`src/rtl/wav_header_stream_parser_top_assert.svh`:
```
// Assertion macros for the WAV header parser.
`ifndef WAV_HEADER_STREAM_PARSER_TOP_ASSERT_SVH
`define WAV_HEADER_STREAM_PARSER_TOP_ASSERT_SVH
`ifndef SYNTHESIS
`define WHP_ASSERT_IMPL(label, clk, rst_n, prop) \
	label: assert property (@(posedge clk) disable iff (!rst_n) prop) \
	else $error("assertion failed");
`define WHP_ASSERT_NEVER(label, clk, rst_n, cond) \
	label: assert property (@(posedge clk) disable iff (!rst_n) !(cond)) \
	else $error("forbidden condition");
`else
`define WHP_ASSERT_IMPL(label, clk, rst_n, prop)
`define WHP_ASSERT_NEVER(label, clk, rst_n, cond)
`endif
`endif

```
`src/rtl/whp_pkg.sv`:
```
package whp_pkg;
	localparam int MAX_CHANNELS = 8;
	localparam logic [31:0] TAG_RIFF = 32'h4646_4952;
	localparam logic [31:0] TAG_WAVE = 32'h4556_4157;
	localparam logic [31:0] TAG_FMT = 32'h2074_6D66;
	localparam logic [31:0] TAG_DATA = 32'h6174_6164;
	localparam logic [15:0] FMT_PCM = 16'h0001;
	localparam logic [15:0] FMT_FLOAT = 16'h0003;
	localparam logic [15:0] FMT_EXT = 16'hFFFE;
	localparam logic [1:0] ST_OK = 2'd0;
	localparam logic [1:0] ST_CORRUPT = 2'd1;
	localparam logic [1:0] ST_UNSUP = 2'd2;
	localparam logic [1:0] ST_RANGE = 2'd3;
	localparam logic [1:0] REG_BUFLEN = 2'd0;
	localparam logic [1:0] REG_MINRATE = 2'd1;
	localparam logic [1:0] REG_MAXRATE = 2'd2;
	localparam int QDEPTH = 2;

	// Outcome of one file, handed from the byte parser to the finisher.
	typedef struct packed {
		logic [1:0] status;
		logic is_float;
		logic [3:0] channels;
		logic [23:0] sample_rate;
		logic [6:0] sample_bits;
		logic [6:0] frame_bytes;
		logic [31:0] data_offset;
		logic [31:0] data_length;
	} outcome_t;

	typedef struct packed {
		logic [1:0] status;
		logic is_float;
		logic [3:0] channels;
		logic [23:0] sample_rate;
		logic [6:0] sample_bits;
		logic [6:0] frame_bytes;
		logic [31:0] data_offset;
		logic [31:0] data_length;
		logic [31:0] frame_count;
	} result_t;
endpackage

```
`src/rtl/wav_header_stream_parser_top.sv`:
```
// WAV header parser.
// Bytes of a WAV file enter through a queue-like port: a byte is taken when
// push is high and full is low; last_byte marks the final byte of a file.
// Exactly one result per file leaves through empty/pop: it is shown while
// empty is low and taken when pop is high. The APB port sets buffer_length
// (0x0), min_rate (0x4) and max_rate (0x8); write only while idle.
// The byte parser takes one byte per cycle while full is low. Each outcome
// enters a 2-entry queue, then a divider computes frame_count one quotient
// bit a cycle; it takes the next outcome only after its result is popped.
// full rises when the outcome queue holds two outcomes, or holds one while
// the parser is writing another into it.
// A stalled pop holds the result; queue back-pressure then stalls bytes.
// Reset clears the parse state, empties the queue and restores the
// registers to 0, 8000 and 192000.
module wav_header_stream_parser_top (
	input logic clk,
	input logic arst_n,
	input logic push,
	output logic full,
	input logic [7:0] file_byte,
	input logic last_byte,
	output logic empty,
	input logic pop,
	output logic [1:0] status,
	output logic is_float,
	output logic [3:0] channels,
	output logic [23:0] sample_rate,
	output logic [6:0] sample_bits,
	output logic [6:0] frame_bytes,
	output logic [31:0] data_offset,
	output logic [31:0] data_length,
	output logic [31:0] frame_count,
	input logic psel,
	input logic penable,
	input logic pwrite,
	input logic [3:0] paddr,
	input logic [31:0] pwdata,
	output logic [31:0] prdata,
	output logic pready
);
	import whp_pkg::*;

	logic [31:0] buf_len_q;
	logic [23:0] min_rate_q, max_rate_q;
	logic f_valid;
	outcome_t f_item;
	outcome_t q_mem [QDEPTH];
	logic q_wp_q, q_rp_q;
	logic [1:0] q_cnt_q;
	logic b_ready, b_valid;
	result_t b_item;
	logic accept;

	assign pready = 1'b1;
	// Hold off bytes when the queue cannot absorb a result already in flight.
	assign full = (q_cnt_q == 2'(QDEPTH)) || (q_cnt_q == 2'(QDEPTH - 1) && f_valid);
	assign accept = push && !full;

	always_comb begin
		unique case (paddr[3:2])
			REG_BUFLEN: prdata = buf_len_q;
			REG_MINRATE: prdata = {8'd0, min_rate_q};
			REG_MAXRATE: prdata = {8'd0, max_rate_q};
			default: prdata = '0;
		endcase
	end

	always_ff @(posedge clk or negedge arst_n) begin
		if (!arst_n) begin
			buf_len_q <= '0;
			min_rate_q <= 24'd8000;
			max_rate_q <= 24'd192000;
		end else if (psel && penable && pwrite) begin
			unique case (paddr[3:2])
				REG_BUFLEN: buf_len_q <= pwdata;
				REG_MINRATE: min_rate_q <= pwdata[23:0];
				REG_MAXRATE: max_rate_q <= pwdata[23:0];
				default: ;
			endcase
		end
	end

	whp_front u_front (
		.clk(clk), .arst_n(arst_n), .in_valid(accept), .file_byte(file_byte),
		.last_byte(last_byte), .buffer_length(buf_len_q), .min_rate(min_rate_q),
		.max_rate(max_rate_q), .out_valid(f_valid), .out_item(f_item)
	);

	// Outcome queue between the parser and the divider.
	always_ff @(posedge clk) begin
		if (f_valid) q_mem[q_wp_q] <= f_item;
	end

	always_ff @(posedge clk or negedge arst_n) begin
		if (!arst_n) begin
			q_wp_q <= 1'b0;
			q_rp_q <= 1'b0;
			q_cnt_q <= '0;
		end else begin
			if (f_valid) q_wp_q <= !q_wp_q;
			if (b_ready && q_cnt_q != 2'd0) q_rp_q <= !q_rp_q;
			q_cnt_q <= q_cnt_q + {1'b0, f_valid} - {1'b0, b_ready && q_cnt_q != 2'd0};
		end
	end

	whp_back u_back (
		.clk(clk), .arst_n(arst_n), .in_valid(q_cnt_q != 2'd0), .in_item(q_mem[q_rp_q]),
		.in_ready(b_ready), .out_valid(b_valid), .out_item(b_item), .out_ready(pop)
	);

	assign empty = !b_valid;
	assign status = b_item.status;
	assign is_float = b_item.is_float;
	assign channels = b_item.channels;
	assign sample_rate = b_item.sample_rate;
	assign sample_bits = b_item.sample_bits;
	assign frame_bytes = b_item.frame_bytes;
	assign data_offset = b_item.data_offset;
	assign data_length = b_item.data_length;
	assign frame_count = b_item.frame_count;

	`include "wav_header_stream_parser_top_assert.svh"
	`WHP_ASSERT_NEVER(a_q_over, clk, arst_n, (q_cnt_q > 2'(QDEPTH)))
	`WHP_ASSERT_NEVER(a_q_push_full, clk, arst_n, (f_valid && q_cnt_q == 2'(QDEPTH)))
	`WHP_ASSERT_IMPL(a_cfg_rd, clk, arst_n, (psel && penable && pwrite && paddr[3:2] == REG_BUFLEN
		|=> buf_len_q == $past(pwdata)))
endmodule

```
`src/rtl/whp_front.sv`:
```
module whp_front (
	input logic clk,
	input logic arst_n,
	input logic in_valid,
	input logic [7:0] file_byte,
	input logic last_byte,
	input logic [31:0] buffer_length,
	input logic [23:0] min_rate,
	input logic [23:0] max_rate,
	output logic out_valid,
	output whp_pkg::outcome_t out_item
);
	import whp_pkg::*;

	typedef enum logic [1:0] {PH_RIFF, PH_HDR, PH_FMT} phase_t;

	phase_t phase_q;
	logic [31:0] pos_q, riff_end_q, tag_q, size_q, next_q;
	logic [63:0] ff0_q, ff1_q;
	logic cf_float_q;
	logic [3:0] cf_nch_q;
	logic [23:0] cf_rate_q;
	logic [6:0] cf_bits_q, cf_fb_q;
	logic fmt_seen_q, given_q;

	// combinational step
	logic [31:0] tag_n, size_n;
	logic [63:0] ff0_n, ff1_n;
	logic [1:0] st;
	logic st_v;
	logic adv_v;
	logic [32:0] adv_nx;
	logic to_fmt;
	logic [31:0] dat_off, dat_len, size_fmt;
	logic commit;
	logic [6:0] c_fb;
	logic c_float;
	logic [31:0] k_hdr;
	logic [32:0] k_fmt, fstart, body, avail;
	logic [15:0] f_tag, f_nch, f_align, f_bits, f_valid, f_sub, etag;
	logic [31:0] f_rate;
	logic ext;
	logic [7:0] fbw;
	logic [32:0] e_riff;
	logic [32:0] sz_c;

	always_comb begin
		tag_n = tag_q;
		size_n = size_q;
		ff0_n = ff0_q;
		ff1_n = ff1_q;
		st = ST_CORRUPT;
		st_v = 1'b0;
		adv_v = 1'b0;
		adv_nx = '0;
		to_fmt = 1'b0;
		dat_off = '0;
		dat_len = '0;
		size_fmt = size_q;
		commit = 1'b0;
		c_fb = '0;
		c_float = 1'b0;
		k_hdr = pos_q - next_q;
		fstart = {1'b0, next_q} + 33'd8;
		k_fmt = {1'b0, pos_q} - fstart;
		body = fstart;
		avail = ({1'b0, riff_end_q} >= body) ? ({1'b0, riff_end_q} - body) : '0;
		e_riff = '0;
		sz_c = '0;
		f_tag = '0; f_nch = '0; f_align = '0; f_bits = '0; f_valid = '0; f_sub = '0;
		f_rate = '0; ext = 1'b0; etag = '0; fbw = '0;
		if (!given_q) begin
			unique case (phase_q)
				PH_RIFF: begin
					if (pos_q == 32'd0 && buffer_length < 32'd12) begin
						st_v = 1'b1;
					end else begin
						if (pos_q < 32'd4 || (pos_q >= 32'd8 && pos_q < 32'd12))
							tag_n = {file_byte, tag_q[31:8]};
						else if (pos_q < 32'd8)
							size_n = {file_byte, size_q[31:8]};
						if (pos_q == 32'd3 && tag_n != TAG_RIFF) st_v = 1'b1;
						if (pos_q == 32'd11) begin
							if (tag_n != TAG_WAVE) st_v = 1'b1;
							else begin
								adv_v = 1'b1;
								adv_nx = 33'd12;
							end
						end
					end
				end
				PH_HDR: begin
					if (pos_q >= next_q) begin
						if (k_hdr < 32'd4) tag_n = {file_byte, tag_q[31:8]};
						else if (k_hdr < 32'd8) size_n = {file_byte, size_q[31:8]};
						if (k_hdr == 32'd7) begin
							sz_c = {1'b0, size_n};
							if (sz_c > avail) begin
								if (tag_n != TAG_DATA) st_v = 1'b1;
								sz_c = avail;
							end
							if (!st_v) begin
								if (tag_n == TAG_FMT) begin
									if (sz_c < 33'd16) st_v = 1'b1;
									else begin
										to_fmt = 1'b1;
										size_fmt = sz_c[31:0];
									end
								end else if (tag_n == TAG_DATA) begin
									st_v = 1'b1;
									if (fmt_seen_q) begin
										st = ST_OK;
										dat_off = body[31:0];
										dat_len = sz_c[31:0];
									end
								end else begin
									adv_v = 1'b1;
									adv_nx = body + sz_c + {32'd0, sz_c[0]};
								end
							end
						end
					end
				end
				PH_FMT: begin
					if (k_fmt[32] == 1'b0) begin
						if (k_fmt < 33'd8)
							ff0_n[k_fmt[2:0]*8 +: 8] = file_byte;
						else if (k_fmt >= 33'd12 && k_fmt < 33'd16)
							ff1_n[k_fmt[1:0]*8 +: 8] = file_byte;
						else if (k_fmt == 33'd18) ff1_n[39:32] = file_byte;
						else if (k_fmt == 33'd19) ff1_n[47:40] = file_byte;
						else if (k_fmt == 33'd24) ff1_n[55:48] = file_byte;
						else if (k_fmt == 33'd25) ff1_n[63:56] = file_byte;
						f_tag = ff0_n[15:0];
						f_nch = ff0_n[31:16];
						f_rate = ff0_n[63:32];
						f_align = ff1_n[15:0];
						f_bits = ff1_n[31:16];
						f_valid = ff1_n[47:32];
						f_sub = ff1_n[63:48];
						ext = (f_tag == FMT_EXT) && (size_q >= 32'd40);
						if ((k_fmt == 33'd15 && !ext) || k_fmt == 33'd25) begin
							st_v = 1'b1;
							etag = f_tag;
							fbw = f_nch[7:0] * {3'd0, f_bits[7:3]};
							if (f_tag == FMT_EXT && size_q < 32'd40) st = ST_CORRUPT;
							else if (f_tag == FMT_EXT && f_valid != 16'd0 && f_valid != f_bits)
								st = ST_UNSUP;
							else begin
								if (f_tag == FMT_EXT) etag = f_sub;
								if (etag != FMT_PCM && etag != FMT_FLOAT) st = ST_UNSUP;
								else if (f_nch < 16'd1 || f_nch > 16'(MAX_CHANNELS)) st = ST_RANGE;
								else if (f_rate < {8'd0, min_rate} || f_rate > {8'd0, max_rate})
									st = ST_RANGE;
								else if ((etag == FMT_FLOAT) ? !(f_bits == 16'd32 || f_bits == 16'd64)
									: !(f_bits == 16'd8 || f_bits == 16'd16 || f_bits == 16'd24
									|| f_bits == 16'd32)) st = ST_UNSUP;
								else if (f_align != 16'd0 && f_align != {8'd0, fbw}) st = ST_CORRUPT;
								else begin
									st_v = 1'b0;
									commit = 1'b1;
									c_float = (etag == FMT_FLOAT);
									c_fb = fbw[6:0];
									adv_v = 1'b1;
									adv_nx = fstart + {1'b0, size_q} + {32'd0, size_q[0]};
								end
							end
						end
					end
				end
				default: ;
			endcase
			if (adv_v && ({1'b0, adv_nx} + 34'd8 > {2'b0, riff_end_q})) begin
				adv_v = 1'b0;
				st_v = 1'b1;
				st = ST_CORRUPT;
			end
			if (!st_v && last_byte) begin
				st_v = 1'b1;
				st = ST_CORRUPT;
			end
		end
		e_riff = 33'd8 + {1'b0, size_n};
		if (e_riff > {1'b0, buffer_length} || e_riff < 33'd12) e_riff = {1'b0, buffer_length};
	end

	always_ff @(posedge clk or negedge arst_n) begin
		if (!arst_n) begin
			phase_q <= PH_RIFF;
			pos_q <= '0;
			riff_end_q <= '0;
			tag_q <= '0;
			size_q <= '0;
			next_q <= 32'd12;
			ff0_q <= '0;
			ff1_q <= '0;
			cf_float_q <= 1'b0;
			cf_nch_q <= '0;
			cf_rate_q <= '0;
			cf_bits_q <= '0;
			cf_fb_q <= '0;
			fmt_seen_q <= 1'b0;
			given_q <= 1'b0;
			out_valid <= 1'b0;
		end else begin
			out_valid <= in_valid && st_v;
			if (st_v) begin
				out_item.status <= st;
				out_item.is_float <= (st == ST_OK) ? cf_float_q : 1'b0;
				out_item.channels <= (st == ST_OK) ? cf_nch_q : '0;
				out_item.sample_rate <= (st == ST_OK) ? cf_rate_q : '0;
				out_item.sample_bits <= (st == ST_OK) ? cf_bits_q : '0;
				out_item.frame_bytes <= (st == ST_OK) ? cf_fb_q : '0;
				out_item.data_offset <= dat_off;
				out_item.data_length <= dat_len;
			end
			if (in_valid) begin
				if (last_byte) begin
					phase_q <= PH_RIFF;
					pos_q <= '0;
					riff_end_q <= '0;
					tag_q <= '0;
					size_q <= '0;
					next_q <= 32'd12;
					ff0_q <= '0;
					ff1_q <= '0;
					cf_float_q <= 1'b0;
					cf_nch_q <= '0;
					cf_rate_q <= '0;
					cf_bits_q <= '0;
					cf_fb_q <= '0;
					fmt_seen_q <= 1'b0;
					given_q <= 1'b0;
				end else if (!given_q) begin
					pos_q <= pos_q + 32'd1;
					tag_q <= tag_n;
					size_q <= size_n;
					ff0_q <= ff0_n;
					ff1_q <= ff1_n;
					if (phase_q == PH_RIFF && pos_q == 32'd7) riff_end_q <= e_riff[31:0];
					if (st_v) given_q <= 1'b1;
					if (to_fmt) begin
						size_q <= size_fmt;
						ff0_q <= '0;
						ff1_q <= '0;
						phase_q <= PH_FMT;
					end
					if (adv_v) begin
						next_q <= adv_nx[31:0];
						phase_q <= PH_HDR;
					end
					if (commit) begin
						cf_float_q <= c_float;
						cf_nch_q <= f_nch[3:0];
						cf_rate_q <= f_rate[23:0];
						cf_bits_q <= f_bits[6:0];
						cf_fb_q <= c_fb;
						fmt_seen_q <= 1'b1;
					end
				end
			end
		end
	end

	`include "wav_header_stream_parser_top_assert.svh"
	`WHP_ASSERT_NEVER(a_adv_and_fmt, clk, arst_n, (adv_v && to_fmt))
	`WHP_ASSERT_IMPL(a_one_result, clk, arst_n, (out_valid && !$past(last_byte) |-> given_q))
	`WHP_ASSERT_NEVER(a_ok_needs_fmt, clk, arst_n, (in_valid && st_v && st == ST_OK && !fmt_seen_q))
endmodule

```
`src/rtl/whp_back.sv`:
```
module whp_back (
	input logic clk,
	input logic arst_n,
	input logic in_valid,
	input whp_pkg::outcome_t in_item,
	output logic in_ready,
	output logic out_valid,
	output whp_pkg::result_t out_item,
	input logic out_ready
);
	import whp_pkg::*;

	typedef enum logic [1:0] {S_IDLE, S_DIV, S_HOLD} state_t;

	state_t state_q;
	outcome_t item_q;
	logic [31:0] quo_q, rem_q;
	logic [5:0] cnt_q;
	logic [32:0] trial;

	assign in_ready = (state_q == S_IDLE);
	assign out_valid = (state_q == S_HOLD);
	assign trial = {rem_q, quo_q[31]} - {26'd0, item_q.frame_bytes};

	always_comb begin
		out_item.status = item_q.status;
		out_item.is_float = item_q.is_float;
		out_item.channels = item_q.channels;
		out_item.sample_rate = item_q.sample_rate;
		out_item.sample_bits = item_q.sample_bits;
		out_item.frame_bytes = item_q.frame_bytes;
		out_item.data_offset = item_q.data_offset;
		out_item.data_length = item_q.data_length;
		out_item.frame_count = (item_q.frame_bytes == 7'd0) ? 32'd0 : quo_q;
	end

	// Restoring divide, one quotient bit per cycle.
	always_ff @(posedge clk or negedge arst_n) begin
		if (!arst_n) begin
			state_q <= S_IDLE;
			cnt_q <= '0;
		end else begin
			unique case (state_q)
				S_IDLE: if (in_valid) begin
					item_q <= in_item;
					quo_q <= in_item.data_length;
					rem_q <= '0;
					cnt_q <= '0;
					state_q <= S_DIV;
				end
				S_DIV: begin
					if (!trial[32]) begin
						rem_q <= trial[31:0];
						quo_q <= {quo_q[30:0], 1'b1};
					end else begin
						rem_q <= {rem_q[30:0], quo_q[31]};
						quo_q <= {quo_q[30:0], 1'b0};
					end
					cnt_q <= cnt_q + 6'd1;
					if (cnt_q == 6'd31) state_q <= S_HOLD;
				end
				S_HOLD: if (out_ready) state_q <= S_IDLE;
				default: state_q <= S_IDLE;
			endcase
		end
	end

	`include "wav_header_stream_parser_top_assert.svh"
	`WHP_ASSERT_NEVER(a_cnt_range, clk, arst_n, (state_q == S_DIV && cnt_q > 6'd31))
	`WHP_ASSERT_IMPL(a_hold_stable, clk, arst_n, (out_valid && !out_ready |=> out_valid))
	`WHP_ASSERT_IMPL(a_take, clk, arst_n, (in_valid && in_ready |=> state_q == S_DIV))
endmodule
```
`config.mk`:
```
export PLATFORM = sky130hd
export DESIGN_NAME = wav_header_stream_parser_top
export DESIGN_NICKNAME = d
export VERILOG_FILES = /design/src/rtl/whp_pkg.sv /design/src/rtl/wav_header_stream_parser_top.sv /design/src/rtl/whp_front.sv /design/src/rtl/whp_back.sv
export VERILOG_INCLUDE_DIRS = /design/src /design/src/rtl
export SDC_FILE = /design/constraint.sdc
export NUM_CORES = 2
export LEC_CHECK = 0
export BUFFER_PORTS_ARGS = -buffer_cell sky130_fd_sc_hd__clkbuf_2
export CAP_MARGIN = 20
export CELL_PAD_IN_SITES_DETAIL_PLACEMENT = 1
export CELL_PAD_IN_SITES_GLOBAL_PLACEMENT = 1
export CORE_AREA = 2 2 397 399
export CTS_CLUSTER_DIAMETER = 150
export DETAILED_ROUTE_END_ITERATION = 16
export DIE_AREA = 0 0 399 401
export GPL_TIMING_DRIVEN = 0
export HOLD_SLACK_MARGIN = 0.03
export MAX_ROUTING_LAYER = met4
export PLACE_DENSITY = 0.64
export SLEW_MARGIN = 20
export SYNTH_ARGS = -nofsm -noshare
export SYNTH_HDL_FRONTEND = slang
export SYNTH_SLANG_ARGS = --single-unit
```
`constraint.sdc`:
```
create_clock -name clk -period 29 [get_ports clk]
set_clock_uncertainty 0.15 [all_clocks]
set_input_delay 5.8 -clock clk [delete_from_list [all_inputs] [get_ports clk]]
set_output_delay 5.8 -clock clk [all_outputs]
set_load 0.05 [all_outputs]
```
==> qor.csv <==
metric;value;unit
cp.arrival;25.37;ns
critPathSlowestCell;a2111oi_0;
num_rows;145;
grt_max_degree;87;
synth_fa_ha_area_frac;0.0708;
synthSimpleGateAreaFrac;0.191;
status;completed;
post-route-period-util;0.858;
cts_setup_buffers;0;
clock-sinks;928;
cts_max_path_buffers;3;
die_w;399;µm
finalWirelength;262000;µm
via_per_inst;6.07;
synth_mux_area_frac;0.0557;
synth_cells;6342;
crit_family;compound AO/OA/AOI/OAI gates;
vias;53800;
die-area;160000;µm²
worst_pin_slew;1.26;ns
instances_no_fill;8862;
cts_tree;built;
clk_pin_slew;0.06;ns
dpl.hpwl;209000;µm
synth.largest_area_cell;edfxtp_1;
synth_compound_area_frac;0.161;
maxSlewViolCount;0;
required;29.50;ns
nets;7073;
cts_resized;0;
firstDrtPassIters;6;
synth_area_leaders;edfxtp_1 (25%), dfrtp_1 (17%), ha_1 (6.2%);
drc;0;
synth_area;60500;µm²
clk_latency;0.80;ns
max-vdd-ir-drop;0.114;mV
finalHoldViolCount;0;
grt_pass1_wl;378000;µm
overflow;0;
wl_per_cell;29.5;µm
synth_edf_count;500;
drive_above_1_share;0.113;
yosysWarnings;0;
grt_pass1_vias;53400;
drv_cap;0;
synth_cell_types;115;
root_buffer;clkbuf_16;
max_stage_delay;1.06;ns
start_kind;flop;
yosysSeqAreaShare;0.426;
synth.top_cell.area_share;0.248;
antenna_left;0;
cts-hold-fix-buffers;0;
placed_cells;8650;
syn_area_per_cell;9.54;µm²
worstHoldPathType;reg -> reg;
slew_headroom;0.134;
chipHeight;401;µm
top_level_ports;228;
synth_top_family_by_area;simple AND/OR/NAND/NOR gates;
htree_num_levels;3;
leakagePower;28.5;nW
crit_type;reg -> reg;
final_common_cell;nand2_1;
path_max_fanout;10;
synthArstFlopShare;0.461;
max_freq;40.2;MHz
final_cell_mix;nand2_1 (630), nor2_1 (592), edfxtp_1 (500);
fin_tns_setup;0;ns
synthesis.nets;6712;
synth_seq_cells;928;
initial_core_util;0.389;
io_buffer_count;219;
track_usage;0.331;
drt_iter0_drc;4798;
cp.buffers_inverters;12;
worst_setup_path_end_kind;flop;
setup_violations;0;
rsz0062_at_grt;false;
synth-xor-area-share;0.0508;
gp_congestion;0.997;
synth_top_flop_cell;edfxtp_1;
area_delta_synth_final;13.7;%
core_area;156000;µm²
powerDensity;81.8;nW/µm²
antenna_found_initial;10;
numCtsBuffers;108;
finalCriticalPeriod;24.87;ns
==> path summary, 6_finish.rpt <==
path | start | endpoint | slack [ns] | depth (start not counted)
setup / recovery | u_front.next_q[3] | u_front.next_q[17] | 4.13 | 71
hold / removal | u_front.out_item[43] | q_mem[1][43] | 0.27 | 0
setup reg to reg | u_front.next_q[3] | u_front.next_q[17] | 4.13 | 71
hold reg to reg | u_front.out_item[43] | q_mem[1][43] | 0.27 | 0
max in group asynchronous | arst_n | u_front.cf_rate_q[16] | 21.76 | 5
min in group asynchronous | arst_n | u_front.next_q[24] | 4.91 | 1
==> cells in the mapped netlist (61+ instances only) <==
| library cell | count |
|---|---|
| nand2_1 | 630 |
| nor2_1 | 594 |
| edfxtp_1 | 500 |
| o21ai_0 | 436 |
| dfrtp_1 | 413 |
| inv_1 | 372 |
| ha_1 | 302 |
| a21oi_1 | 270 |
| clkbuf_1 | 255 |
| mux2i_1 | 180 |
| xnor2_1 | 165 |
| nor3_1 | 155 |
| nand4_1 | 146 |
| mux2_2 | 139 |
| nand3_1 | 126 |
| nor4_1 | 108 |
| a21o_1 | 106 |
| xor2_1 | 104 |
| and2_1 | 91 |
| a22o_1 | 88 |
| or3_1 | 61 |
==> routing by layer <==
layer	wire length (µm)	global-route usage
met1	120000	0.463
met2	114000	0.483
met3	17900	0.0520
met4	10400	0.118
met5	0	-
==> report_power, final <==
group	switching (W)	total, W	internal (W)
Sequential	0.000123	0.00173	0.00161
Combinational	0.00178	0.00245	0.000665
Clock	0.000607	0.00145	0.000838
Total	0.00251	0.00563	0.00311
==> stage by stage <==
stage | cell area (µm²) | util | hold slack (ns) | worst slack (ns) | total power [W]
global route | 68800 | 0.442 | 0.286 | 3.18 | 0.00583
CTS | 68700 | 0.442 | 0.279 | 5.16 | 0.00558
floorplan | 60500 | - | 0.271 | 7.54 | 0.00310
finish | 68800 | 0.442 | 0.274 | 4.13 | 0.00563
global placement | 64200 | 0.412 | 0.273 | -2.87 | 0.00408
detailed placement | 65000 | 0.417 | 0.281 | 5.36 | 0.00411
==> state kept, by name, indices dropped and copies added (netlist names), 64 cells and up <==
register	flops
q_mem	218
u_back.out_item	109
u_front.out_item	109
u_front.ff0_q	64
u_front.ff1_q	64
==> kinds of logic after synthesis <==
group	after synthesis
other	1
adder cells (fa/ha/maj)	336
XOR/XNOR	301
multiplexers	319
AO/OA/AOI/OAI	1476
buffers and inverters	696
AND/OR/NAND/NOR	2285
flip-flops	928
==> cell type report <==
type	count	area, µm²
timing repair buffer	251	1750
clock inverter	62	833
multi-input combinational	4718	32200
antenna	6	15.0
sequential	928	25700
fill	17800	86900
buffer	320	1320
inverter	376	1410
clock buffer	143	2940
tap	2058	2570
No activity file was read; power rests on OpenSTA's default activity.
